==> config.mk <==
export PLATFORM = sky130hd
export DESIGN_NAME = grid_tile_layout
export DESIGN_NICKNAME = d
export VERILOG_FILES = /design/src/hdl/gtl_pkg.sv /design/src/hdl/gtl_div.sv /design/src/hdl/grid_tile_layout.sv
export SDC_FILE = /design/constraint.sdc
export NUM_CORES = 2
export LEC_CHECK = 0
export ABC_CLOCK_PERIOD_IN_PS = 9550
export BUFFER_PORTS_ARGS = -buffer_cell sky130_fd_sc_hd__buf_2
export CAP_MARGIN = 30
export CORE_MARGIN = 2
export CORE_UTILIZATION = 59
export DETAILED_ROUTE_END_ITERATION = 10
export MAX_ROUTING_LAYER = met4
export PLACE_DENSITY = 0.87
export SLEW_MARGIN = 20
export SYNTH_ARGS = -nofsm -noshare
export SYNTH_HDL_FRONTEND = slang
export SYNTH_SLANG_ARGS = --single-unit
==> constraint.sdc <==
create_clock -name clk -period 9.55 [get_ports clk]
set_input_delay 1.91 -clock clk [delete_from_list [all_inputs] [get_ports clk]]
set_output_delay 1.91 -clock clk [all_outputs]
set_load 0.01 [all_outputs]
==> src/hdl/gtl_pkg.sv <==
// Shared types and constants for the grid tile layout block.
`timescale 1ns / 1ps
`default_nettype none

package gtl_pkg;

  // Shared divider: signed dividend, unsigned divisor no wider than a screen size.
  localparam int DIV_NW = 32;
  localparam int DIV_DW = 13;

  // Internal signed width for pads, running positions and products.
  localparam int DW  = 40;
  // Signed widths of the inner tile width and height.
  localparam int W_W = 16;
  localparam int H_W = 29;

  typedef logic signed [DW-1:0] sdw_t;

  // Configuration register indexes.
  localparam logic [1:0] CFG_OUTER_MARGIN = 2'd0;
  localparam logic [1:0] CFG_TILE_GAP     = 2'd1;
  localparam logic [1:0] CFG_FRAME_WIDTH  = 2'd2;

  // Sequencer states, one-hot.
  typedef enum logic [17:0] {
    S_IDLE  = 18'h00001,
    S_GRID  = 18'h00002,
    S_FC    = 18'h00004,
    S_GC    = 18'h00008,
    S_WDIV  = 18'h00010,
    S_WWAIT = 18'h00020,
    S_WSH   = 18'h00040,
    S_HDIV  = 18'h00080,
    S_HWAIT = 18'h00100,
    S_XC    = 18'h00200,
    S_HPAD  = 18'h00400,
    S_YC    = 18'h00800,
    S_VPAD  = 18'h01000,
    S_LC    = 18'h02000,
    S_LX    = 18'h04000,
    S_LG    = 18'h08000,
    S_LPAD  = 18'h10000,
    S_EMIT  = 18'h20000
  } state_t;

endpackage

`default_nettype wire

==> src/hdl/gtl_div.sv <==
// Radix-2 restoring divider with truncation toward zero, one quotient bit per cycle.
`timescale 1ns / 1ps
`default_nettype none

module gtl_div import gtl_pkg::*; (
  input  wire logic                     clk,
  input  wire logic                     rst,
  input  wire logic                     start,
  input  wire logic signed [DIV_NW-1:0] dividend,
  input  wire logic        [DIV_DW-1:0] divisor,
  output logic                          done,
  output logic signed      [DIV_NW-1:0] quotient
);

  localparam int CW = $clog2(DIV_NW);

  logic              active;
  logic [CW-1:0]     cnt;
  logic [DIV_DW-1:0] rem;
  logic [DIV_NW-1:0] quo;
  logic [DIV_DW-1:0] dvs;
  logic              neg;
  logic              zero;
  logic [DIV_DW:0]   trial;
  logic              fits;

  always_comb begin
    trial = {rem, quo[DIV_NW-1]} - {1'b0, dvs};
    fits  = ~trial[DIV_DW];
  end

  always_ff @(posedge clk) begin
    if (rst) begin
      active <= 1'b0;
      done   <= 1'b0;
    end else begin
      done <= 1'b0;
      if (start) begin
        active <= 1'b1;
        cnt    <= '0;
        rem    <= '0;
        quo    <= dividend[DIV_NW-1] ? DIV_NW'(-dividend) : DIV_NW'(dividend);
        dvs    <= divisor;
        neg    <= dividend[DIV_NW-1];
        zero   <= (divisor == '0);
      end else if (active) begin
        rem <= fits ? trial[DIV_DW-1:0] : {rem[DIV_DW-2:0], quo[DIV_NW-1]};
        quo <= {quo[DIV_NW-2:0], fits};
        cnt <= cnt + 1'b1;
        if (cnt == CW'(DIV_NW - 1)) begin
          active <= 1'b0;
          done   <= 1'b1;
        end
      end
    end
  end

  // A zero divisor yields a zero quotient.
  assign quotient = zero ? '0 : (neg ? -$signed(quo) : $signed(quo));

endmodule

`default_nettype wire

==> src/hdl/grid_tile_layout.sv <==
// Top level of the grid tile layout block: sequencer, shared multiplier, shared divider and tile emitter.
// Flow: a request runs the grid search, two divisions on the shared divider and the remaining sequencer
// steps before the first tile, then one tile per cycle while out_stall is low.
// Throughput: one request at a time; the shared divider and multiplier set the setup time.
// Reset: synchronous, active high; registers return to margin 16, gap 16, frame 8, and the
// sequencer and the output register go empty.
`timescale 1ns / 1ps
`default_nettype none

module grid_tile_layout import gtl_pkg::*; #(
  parameter int MAX_TILES = 64
) (
  input  wire logic               clk,
  input  wire logic               rst,
  input  wire logic               in_valid,
  output logic                    in_stall,
  input  wire logic        [12:0] screen_width,
  input  wire logic        [12:0] screen_height,
  input  wire logic        [6:0]  tile_count,
  output logic                    out_valid,
  input  wire logic               out_stall,
  output logic signed      [14:0] tile_x,
  output logic signed      [14:0] tile_y,
  output logic signed      [13:0] tile_w,
  output logic signed      [13:0] tile_h,
  output logic                    last,
  input  wire logic               cfg_valid,
  output logic                    cfg_ready,
  input  wire logic        [1:0]  cfg_index,
  input  wire logic        [9:0]  cfg_data
);

  // Counts of tiles, rows and columns all fit the width of the saturated count.
  localparam int CNT_W = $clog2(MAX_TILES + 1);

  state_t state;

  // Configuration registers.
  logic [9:0] outer_margin;
  logic [9:0] tile_gap;
  logic [7:0] frame_width;

  // Request captured at the input transfer.
  logic [12:0]      sw;
  logic [12:0]      sh;
  logic [CNT_W-1:0] n_eff;

  // Grid search state. The product rows*cols is tracked incrementally.
  logic [CNT_W-1:0]   rows;
  logic [CNT_W-1:0]   cols;
  logic [2*CNT_W-1:0] prod;

  // Layout values worked out by the sequencer.
  logic signed [W_W-1:0] w;
  logic signed [H_W-1:0] h;
  sdw_t                  acc;
  sdw_t                  gapc;
  sdw_t                  hpad;
  sdw_t                  vpad;
  sdw_t                  hpad_last;
  logic [CNT_W-1:0]      lastc;

  // Shared multiplier with a registered product.
  logic signed [31:0] mul_a;
  logic signed [13:0] mul_b;
  sdw_t               mq;

  // Shared divider.
  logic                     div_start;
  logic signed [DIV_NW-1:0] div_dividend;
  logic        [DIV_DW-1:0] div_divisor;
  logic                     div_done;
  logic signed [DIV_NW-1:0] div_q;

  // Emitter state.
  logic [CNT_W-1:0] row;
  logic [CNT_W-1:0] col;
  logic [CNT_W-1:0] k;
  sdw_t             x_run;
  sdw_t             y_run;

  // Sign-extended copies of the operands used in the layout sums.
  sdw_t sw_s, sh_s, pad_s, gap_s, fr2_s, w_s, h_s, pitch_x, pitch_y;

  // Halving with truncation toward zero.
  function automatic sdw_t half_tz(sdw_t v);
    sdw_t t;
    t = v + sdw_t'(v[DW-1]);
    return t >>> 1;
  endfunction

  always_comb begin
    sw_s    = sdw_t'($signed({1'b0, sw}));
    sh_s    = sdw_t'($signed({1'b0, sh}));
    pad_s   = sdw_t'($signed({1'b0, outer_margin}));
    gap_s   = sdw_t'($signed({1'b0, tile_gap}));
    fr2_s   = sdw_t'($signed({1'b0, frame_width, 1'b0}));
    w_s     = sdw_t'(w);
    h_s     = sdw_t'(h);
    pitch_x = fr2_s + w_s + gap_s;
    pitch_y = fr2_s + h_s + gap_s;
  end

  // The multiplier takes its operands from the current sequencer step. Counts and the screen height ride
  // on the narrow operand and the wide sums on the other; in the VPAD step both operands are counts.
  always_comb begin
    mul_a = '0;
    mul_b = '0;
    case (state)
      S_FC: begin
        mul_a = 32'(fr2_s);
        mul_b = 14'($signed({1'b0, cols}));
      end
      S_GC: begin
        mul_a = 32'(gap_s);
        mul_b = 14'($signed({1'b0, cols - 1'b1}));
      end
      S_WSH: begin
        mul_a = 32'(w_s);
        mul_b = 14'($signed({1'b0, sh}));
      end
      S_XC: begin
        mul_a = 32'(fr2_s + w_s);
        mul_b = 14'($signed({1'b0, cols}));
      end
      S_HPAD: begin
        mul_a = 32'(fr2_s + h_s);
        mul_b = 14'($signed({1'b0, rows}));
      end
      S_YC: begin
        mul_a = 32'(gap_s);
        mul_b = 14'($signed({1'b0, rows - 1'b1}));
      end
      S_VPAD: begin
        mul_a = 32'($signed({1'b0, rows - 1'b1}));
        mul_b = 14'($signed({1'b0, cols}));
      end
      S_LX: begin
        mul_a = 32'(fr2_s + w_s);
        mul_b = 14'($signed({1'b0, lastc}));
      end
      S_LG: begin
        mul_a = 32'(gap_s);
        mul_b = 14'($signed({1'b0, lastc - 1'b1}));
      end
      default: begin
        mul_a = '0;
        mul_b = '0;
      end
    endcase
  end

  always_ff @(posedge clk) begin
    mq <= sdw_t'(mul_a * mul_b);
  end

  // The divider first splits the free width over the columns, then scales the height.
  always_comb begin
    div_start    = (state == S_WDIV) || (state == S_HDIV);
    div_dividend = (state == S_WDIV) ? DIV_NW'(acc - mq) : DIV_NW'(mq);
    div_divisor  = (state == S_WDIV) ? DIV_DW'(cols) : sw;
  end

  gtl_div u_div (
    .clk      (clk),
    .rst      (rst),
    .start    (div_start),
    .dividend (div_dividend),
    .divisor  (div_divisor),
    .done     (div_done),
    .quotient (div_q)
  );

  // New requests are taken only while the sequencer is idle. A finished tile may still be
  // waiting in the output register at that point.
  assign in_stall  = (state != S_IDLE);
  assign cfg_ready = 1'b1;

  always_ff @(posedge clk) begin
    if (rst) begin
      state        <= S_IDLE;
      outer_margin <= 10'd16;
      tile_gap     <= 10'd16;
      frame_width  <= 8'd8;
      out_valid    <= 1'b0;
    end else begin
      if (cfg_valid && cfg_ready) begin
        case (cfg_index)
          CFG_OUTER_MARGIN: outer_margin <= cfg_data;
          CFG_TILE_GAP:     tile_gap     <= cfg_data;
          CFG_FRAME_WIDTH:  frame_width  <= cfg_data[7:0];
          default: ;
        endcase
      end

      // While emitting, a consumed tile is replaced at once by the emitter below.
      if (out_valid && !out_stall && (state != S_EMIT)) begin
        out_valid <= 1'b0;
      end

      case (state)
        S_IDLE: begin
          if (in_valid) begin
            sw   <= screen_width;
            sh   <= screen_height;
            rows <= CNT_W'(1);
            cols <= CNT_W'(1);
            prod <= (2*CNT_W)'(1);
            if (32'(tile_count) > MAX_TILES) begin
              n_eff <= CNT_W'(MAX_TILES);
            end else begin
              n_eff <= CNT_W'(tile_count);
            end
            // A request for no tiles produces nothing.
            if (tile_count != 7'd0) begin
              state <= S_GRID;
            end
          end
        end
        // Grow the grid: a column when it is square, otherwise a row.
        S_GRID: begin
          if ((2*CNT_W)'(n_eff) > prod) begin
            if (rows == cols) begin
              cols <= cols + 1'b1;
              prod <= prod + (2*CNT_W)'(rows);
            end else begin
              rows <= rows + 1'b1;
              prod <= prod + (2*CNT_W)'(cols);
            end
          end else begin
            state <= S_FC;
          end
        end
        S_FC: begin
          state <= S_GC;
        end
        S_GC: begin
          acc   <= sw_s - (pad_s <<< 1) - mq;
          state <= S_WDIV;
        end
        S_WDIV: begin
          gapc  <= mq;
          state <= S_WWAIT;
        end
        S_WWAIT: begin
          if (div_done) begin
            // Rounding down to a multiple of 8 clears the three low bits.
            w     <= {div_q[W_W-1:3], 3'b000};
            state <= S_WSH;
          end
        end
        S_WSH: begin
          state <= S_HDIV;
        end
        S_HDIV: begin
          state <= S_HWAIT;
        end
        S_HWAIT: begin
          if (div_done) begin
            h     <= div_q[H_W-1:0];
            state <= S_XC;
          end
        end
        S_XC: begin
          state <= S_HPAD;
        end
        S_HPAD: begin
          hpad  <= half_tz(sw_s - mq - gapc);
          state <= S_YC;
        end
        S_YC: begin
          acc   <= sh_s - mq;
          state <= S_VPAD;
        end
        S_VPAD: begin
          vpad  <= half_tz(acc - mq);
          state <= S_LC;
        end
        S_LC: begin
          // Tiles left over for the bottom row.
          lastc <= CNT_W'(sdw_t'(n_eff) - mq);
          state <= S_LX;
        end
        S_LX: begin
          state <= S_LG;
        end
        S_LG: begin
          acc   <= sw_s - mq;
          state <= S_LPAD;
        end
        S_LPAD: begin
          hpad_last <= half_tz(acc - mq);
          row       <= '0;
          col       <= '0;
          k         <= '0;
          y_run     <= vpad;
          // With a single row the bottom row's centering applies at once.
          x_run     <= (rows == CNT_W'(1)) ? half_tz(acc - mq) : hpad;
          state     <= S_EMIT;
        end
        S_EMIT: begin
          if (!out_valid || !out_stall) begin
            out_valid <= 1'b1;
            tile_x    <= x_run[14:0];
            tile_y    <= y_run[14:0];
            tile_w    <= w[13:0];
            tile_h    <= h[13:0];
            last      <= (k == n_eff - 1'b1);
            if (k == n_eff - 1'b1) begin
              state <= S_IDLE;
            end else begin
              k <= k + 1'b1;
              if (col == cols - 1'b1) begin
                col   <= '0;
                row   <= row + 1'b1;
                y_run <= y_run + pitch_y;
                x_run <= (row + 1'b1 == rows - 1'b1) ? hpad_last : hpad;
              end else begin
                col   <= col + 1'b1;
                x_run <= x_run + pitch_x;
              end
            end
          end
        end
        default: begin
          state <= S_IDLE;
        end
      endcase
    end
  end

endmodule

`default_nettype wire
==> out/qor.csv <==
stage,metric,value,unit
drt,dr.max_layer_used,met4,
worst_setup_path,max_stage_delay,580,ps
cts,h-tree-depth,2,
drt,vias,37129,
pwr,clkPwrFrac,30.3,%
status,status,finished clean,
worst_setup_path,path_max_fanout,11,
worst_setup_path,critPathCaptureType,flip-flop,
synthesis,ys_seq_area_share,30.8,%
pwr,leakage,22.0,nW
timing,relSlewSlack,20.4,%
die,die_h,282,um
synthesis,netlist_area,45500,um2
finish,multi_input_area,28700,um2
die,rows,101,
finish,layout_commonest_cell,inv_1,
synthesis,synth_cell_types,88,
cts,numClockSinks,496,
synthesis,synthArstFlopShare,0,%
global_route,antenna_found_initial,5,
drt,met1Wirelength,49.5,mm
finish,utilization,65.7,%
worst_setup_path,reg2reg_depth,37,
drt,viasPerCell,6.06,
timing,finalHoldViolCount,0,
hold_path,hold_class,flip-flop to flip-flop,
drt,drcViolationCount,0,
pwr,p_seq_share,35.0,%
placed_design,dp_hpwl,103,mm
global_route,overflow,0,
drt,wl_per_cell,21.3,um
placed_design,io_buffers,107,
timing,clock.fmax,0.107,GHz
worst_setup_path,cp_common_cell,fa_1,
pwr,switchingPower,0.00261,W
global_route,grt_max_degree,59,
finish,n_fill_cell,5642,
global_route,grt_pass1_wl,203,mm
worst_setup_path,timing_worst_setup_path_type,flip-flop to flip-flop,
synthesis,avgSynthCellArea,9.32,um2
timing,finClkSkew,48.5,ps
worst_setup_path,cp-start-kind,flip-flop,
pwr,p_int,0.00474,W
cts,cts_hold_buffers,0,
pwr,ir_drop,0.000138,V
timing,period_share,97.6,%
finish,drive_gt1_share,8.84,%
timing,worst_slew_pin_slew,1190,ps
worst_setup_path,critPathArrivalTime,9840,ps
synthesis,yosysWarnings,0,
cts,cts.path.max_buffers,3,
synthesis,synthCells,4883,
global_route,track_usage,34.1,%
drt,drtPass1Iterations,10,
placed_design,place.gp.congestion,1.02,
synthesis,synth_edf_count,407,
drt,wl_met3,14.9,mm
die,core,76200,um2
timing,holdWs,443,ps
cts,cts_buffers,53,
finish,fin_nets,5819,
die,pin_count,112,
finish,area_growth,9.98,%
die,die_area,79400,um2
finish,final_cell_mix,"inv_1 (690), nor2_1 (514), nand2_1 (451)",
pwr,p_per_area,147,nW/um2
drt,ant_nets,0,
cts,cts_tree,done,
synthesis,synthFlopType,edfxtp_1,
finish,regArea,14000,um2
drt,drt_iter0_markers,4566,
worst_setup_path,worstPathRequired,10070,ps
worst_setup_path,cp_slowest_cell,fa_1,
timing,rsz0062_at_grt,true,
cts,clock_latency,650,ps
drt,wl,131,mm
timing,slew_viol_final,0,
cts,cts_root_buf,clkbuf_16,
die,initial_core_util,59.7,%
drt,dr_wl_met2,59.7,mm
pwr,swShare,35.6,%
timing,setup_viol,0,
hold_path,whs_path_depth,2,
job,maxCapViolCount,0,
global_route,grt_pass1_vias,36652,
cts,clkTransAtPathRegs,70,ps
synthesis,ys_ff_latch,496,
pwr,comb_power_share,34.7,%
die,dieWidth,282,um
timing,fin_crit,9320,ps
[kinds of logic (layout without fill, tap and decap cells)]
group                      Yosys count  after routing  share of synthesized area (%)
AOI/OAI and AO/OA                  889            889                           12.5
muxes                               59             59                           1.33
adders and majority gates          721            721                           25.8
DFF                                496            496                           30.8
and+or+nand+nor                   1458           1460                           14.6
buffers and inverters              851           1039                           7.09
other                                2             26                         0.0165
xor gates and xnor gates           407            407                           7.85
[per-stage QoR]
| step | worst slack [ps] | TNS (ps) | power (W) | instance area (um2) | instances |
|---|---|---|---|---|---|
| global route | -71.7 | -160 | 0.00765 | 50100 | 6127 |
| detailed placement | -349 | -546 | 0.00505 | 47800 | 5994 |
| CTS | 37.5 | 0 | 0.00726 | 49700 | 6094 |
| floorplan | 450 | 0 | 0.00435 | 45600 | 4903 |
| global placement | -60.2 | -60.2 | 0.00498 | 47800 | 5989 |
| finish | 230 | 0 | 0.00735 | 50100 | 6127 |
[critical path: cells and delay by family (launching register included)]
| family | cells | cell delay [ps] |
|---|---|---|
| flops | 1 | 350 |
| xor+xnor | 1 | 140 |
| buf+inv | 7 | 830 |
| simple gates | 10 | 2810 |
| fa+ha+maj | 7 | 3220 |
| compound gates | 12 | 1850 |
[repair_timing]
| item | CTS | global route |
|---|---|---|
| cloned | 0 | 3 |
| gates resized for setup | 4 | 41 |
| setup endpoints to repair | 3 | 11 |
| pin swaps | 0 | 11 |
| buffers inserted | 0 | 21 |
[sequential cells by signal, summed over array words and instances, names as in the netlist, 10 cells and up]
register and flops:
u_div.rem 13, tile_gap 10, mq 40, tile_w 11
prod 14, gapc 40, hpad_last 15, outer_margin 10
u_div.dvs 13, hpad 15, h 29, y_run 15
w 13, sw 13, u_div.quo 32, tile_y 15
sh 13, tile_h 14, tile_x 15, vpad 15
state 18, acc 40, x_run 15
[worst paths after layout]
path / slack, ps / start / end
min: 440 / u_div.active$_SDFF_PP0_ / u_div.done$_SDFF_PP0_
max: 230 / state[3]$_SDFFE_PP0P_ / mq[39]$_DFF_P_
max reg2reg: 230 / state[3]$_SDFFE_PP0P_ / mq[39]$_DFF_P_
min reg2reg: 440 / u_div.active$_SDFF_PP0_ / u_div.done$_SDFF_PP0_
[power groups by stage]
stage	Sequential, W	Combinational (W)	Clock [W]
final	0.00257	0.00255	0.00223
after detailed placement	0.00261	0.00244	0
after CTS	0.00257	0.00247	0.00222
after global routing	0.00257	0.00277	0.00231
after floorplan	0.00257	0.00178	0
after global placement	0.00261	0.00237	0
[synthesized netlist by cell type (7+ instances only)]
cell type / number / share of area (%)
fa_1: 364 / 16
o211ai_1: 18 / 0.30
nand2_1: 452 / 3.7
xnor2_1: 247 / 4.8
a21oi_1: 240 / 2.6
a21o_1: 93 / 1.5
nor2b_1: 56 / 0.77
nand4_1: 27 / 0.37
a31o_2: 13 / 0.25
xor2_1: 159 / 3.1
a31oi_1: 22 / 0.30
a41oi_1: 7 / 0.13
o21bai_1: 33 / 0.54
and2_1: 40 / 0.55
a211oi_1: 30 / 0.49
or4_1: 15 / 0.25
or2_2: 17 / 0.23
mux2i_1: 48 / 1.1
a21boi_0: 17 / 0.28
nand3_1: 67 / 0.74
a221oi_1: 19 / 0.37
nor2_1: 520 / 4.3
o21a_1: 41 / 0.68
nand2b_1: 37 / 0.51
edfxtp_1: 407 / 27
and4_1: 8 / 0.15
dfxtp_1: 89 / 3.9
ha_1: 357 / 9.8
nor3b_1: 10 / 0.16
buf_2: 12 / 0.13
nand3b_1: 21 / 0.35
clkbuf_1: 136 / 1.1
a211o_1: 15 / 0.29
o31ai_1: 30 / 0.49
buf_1: 7 / 0.058
inv_1: 690 / 5.7
or3_1: 22 / 0.30
and3_1: 52 / 0.71
mux2_2: 11 / 0.27
nor4_1: 28 / 0.38
o21ai_0: 234 / 2.6
nor3_1: 63 / 0.69
[per-layer routing]
metal	vias up	track usage, %
met2	2124	53.4
met1	17846	43.4
met4	0	14.3
li1	16711	-
met5	-	-
met3	448	6.74
[final cells by class]
type                    count  area share (%)
inverters                 690            5.17
multi-input cells        3558            57.3
clock buffers              62            2.82
flip-flops and latches    496            28.0
well taps                1030            2.57
diodes                      4          0.0200
repair buffers            249            3.31
clock inverters            38           0.870
No activity file was read; power rests on OpenSTA's default activity.
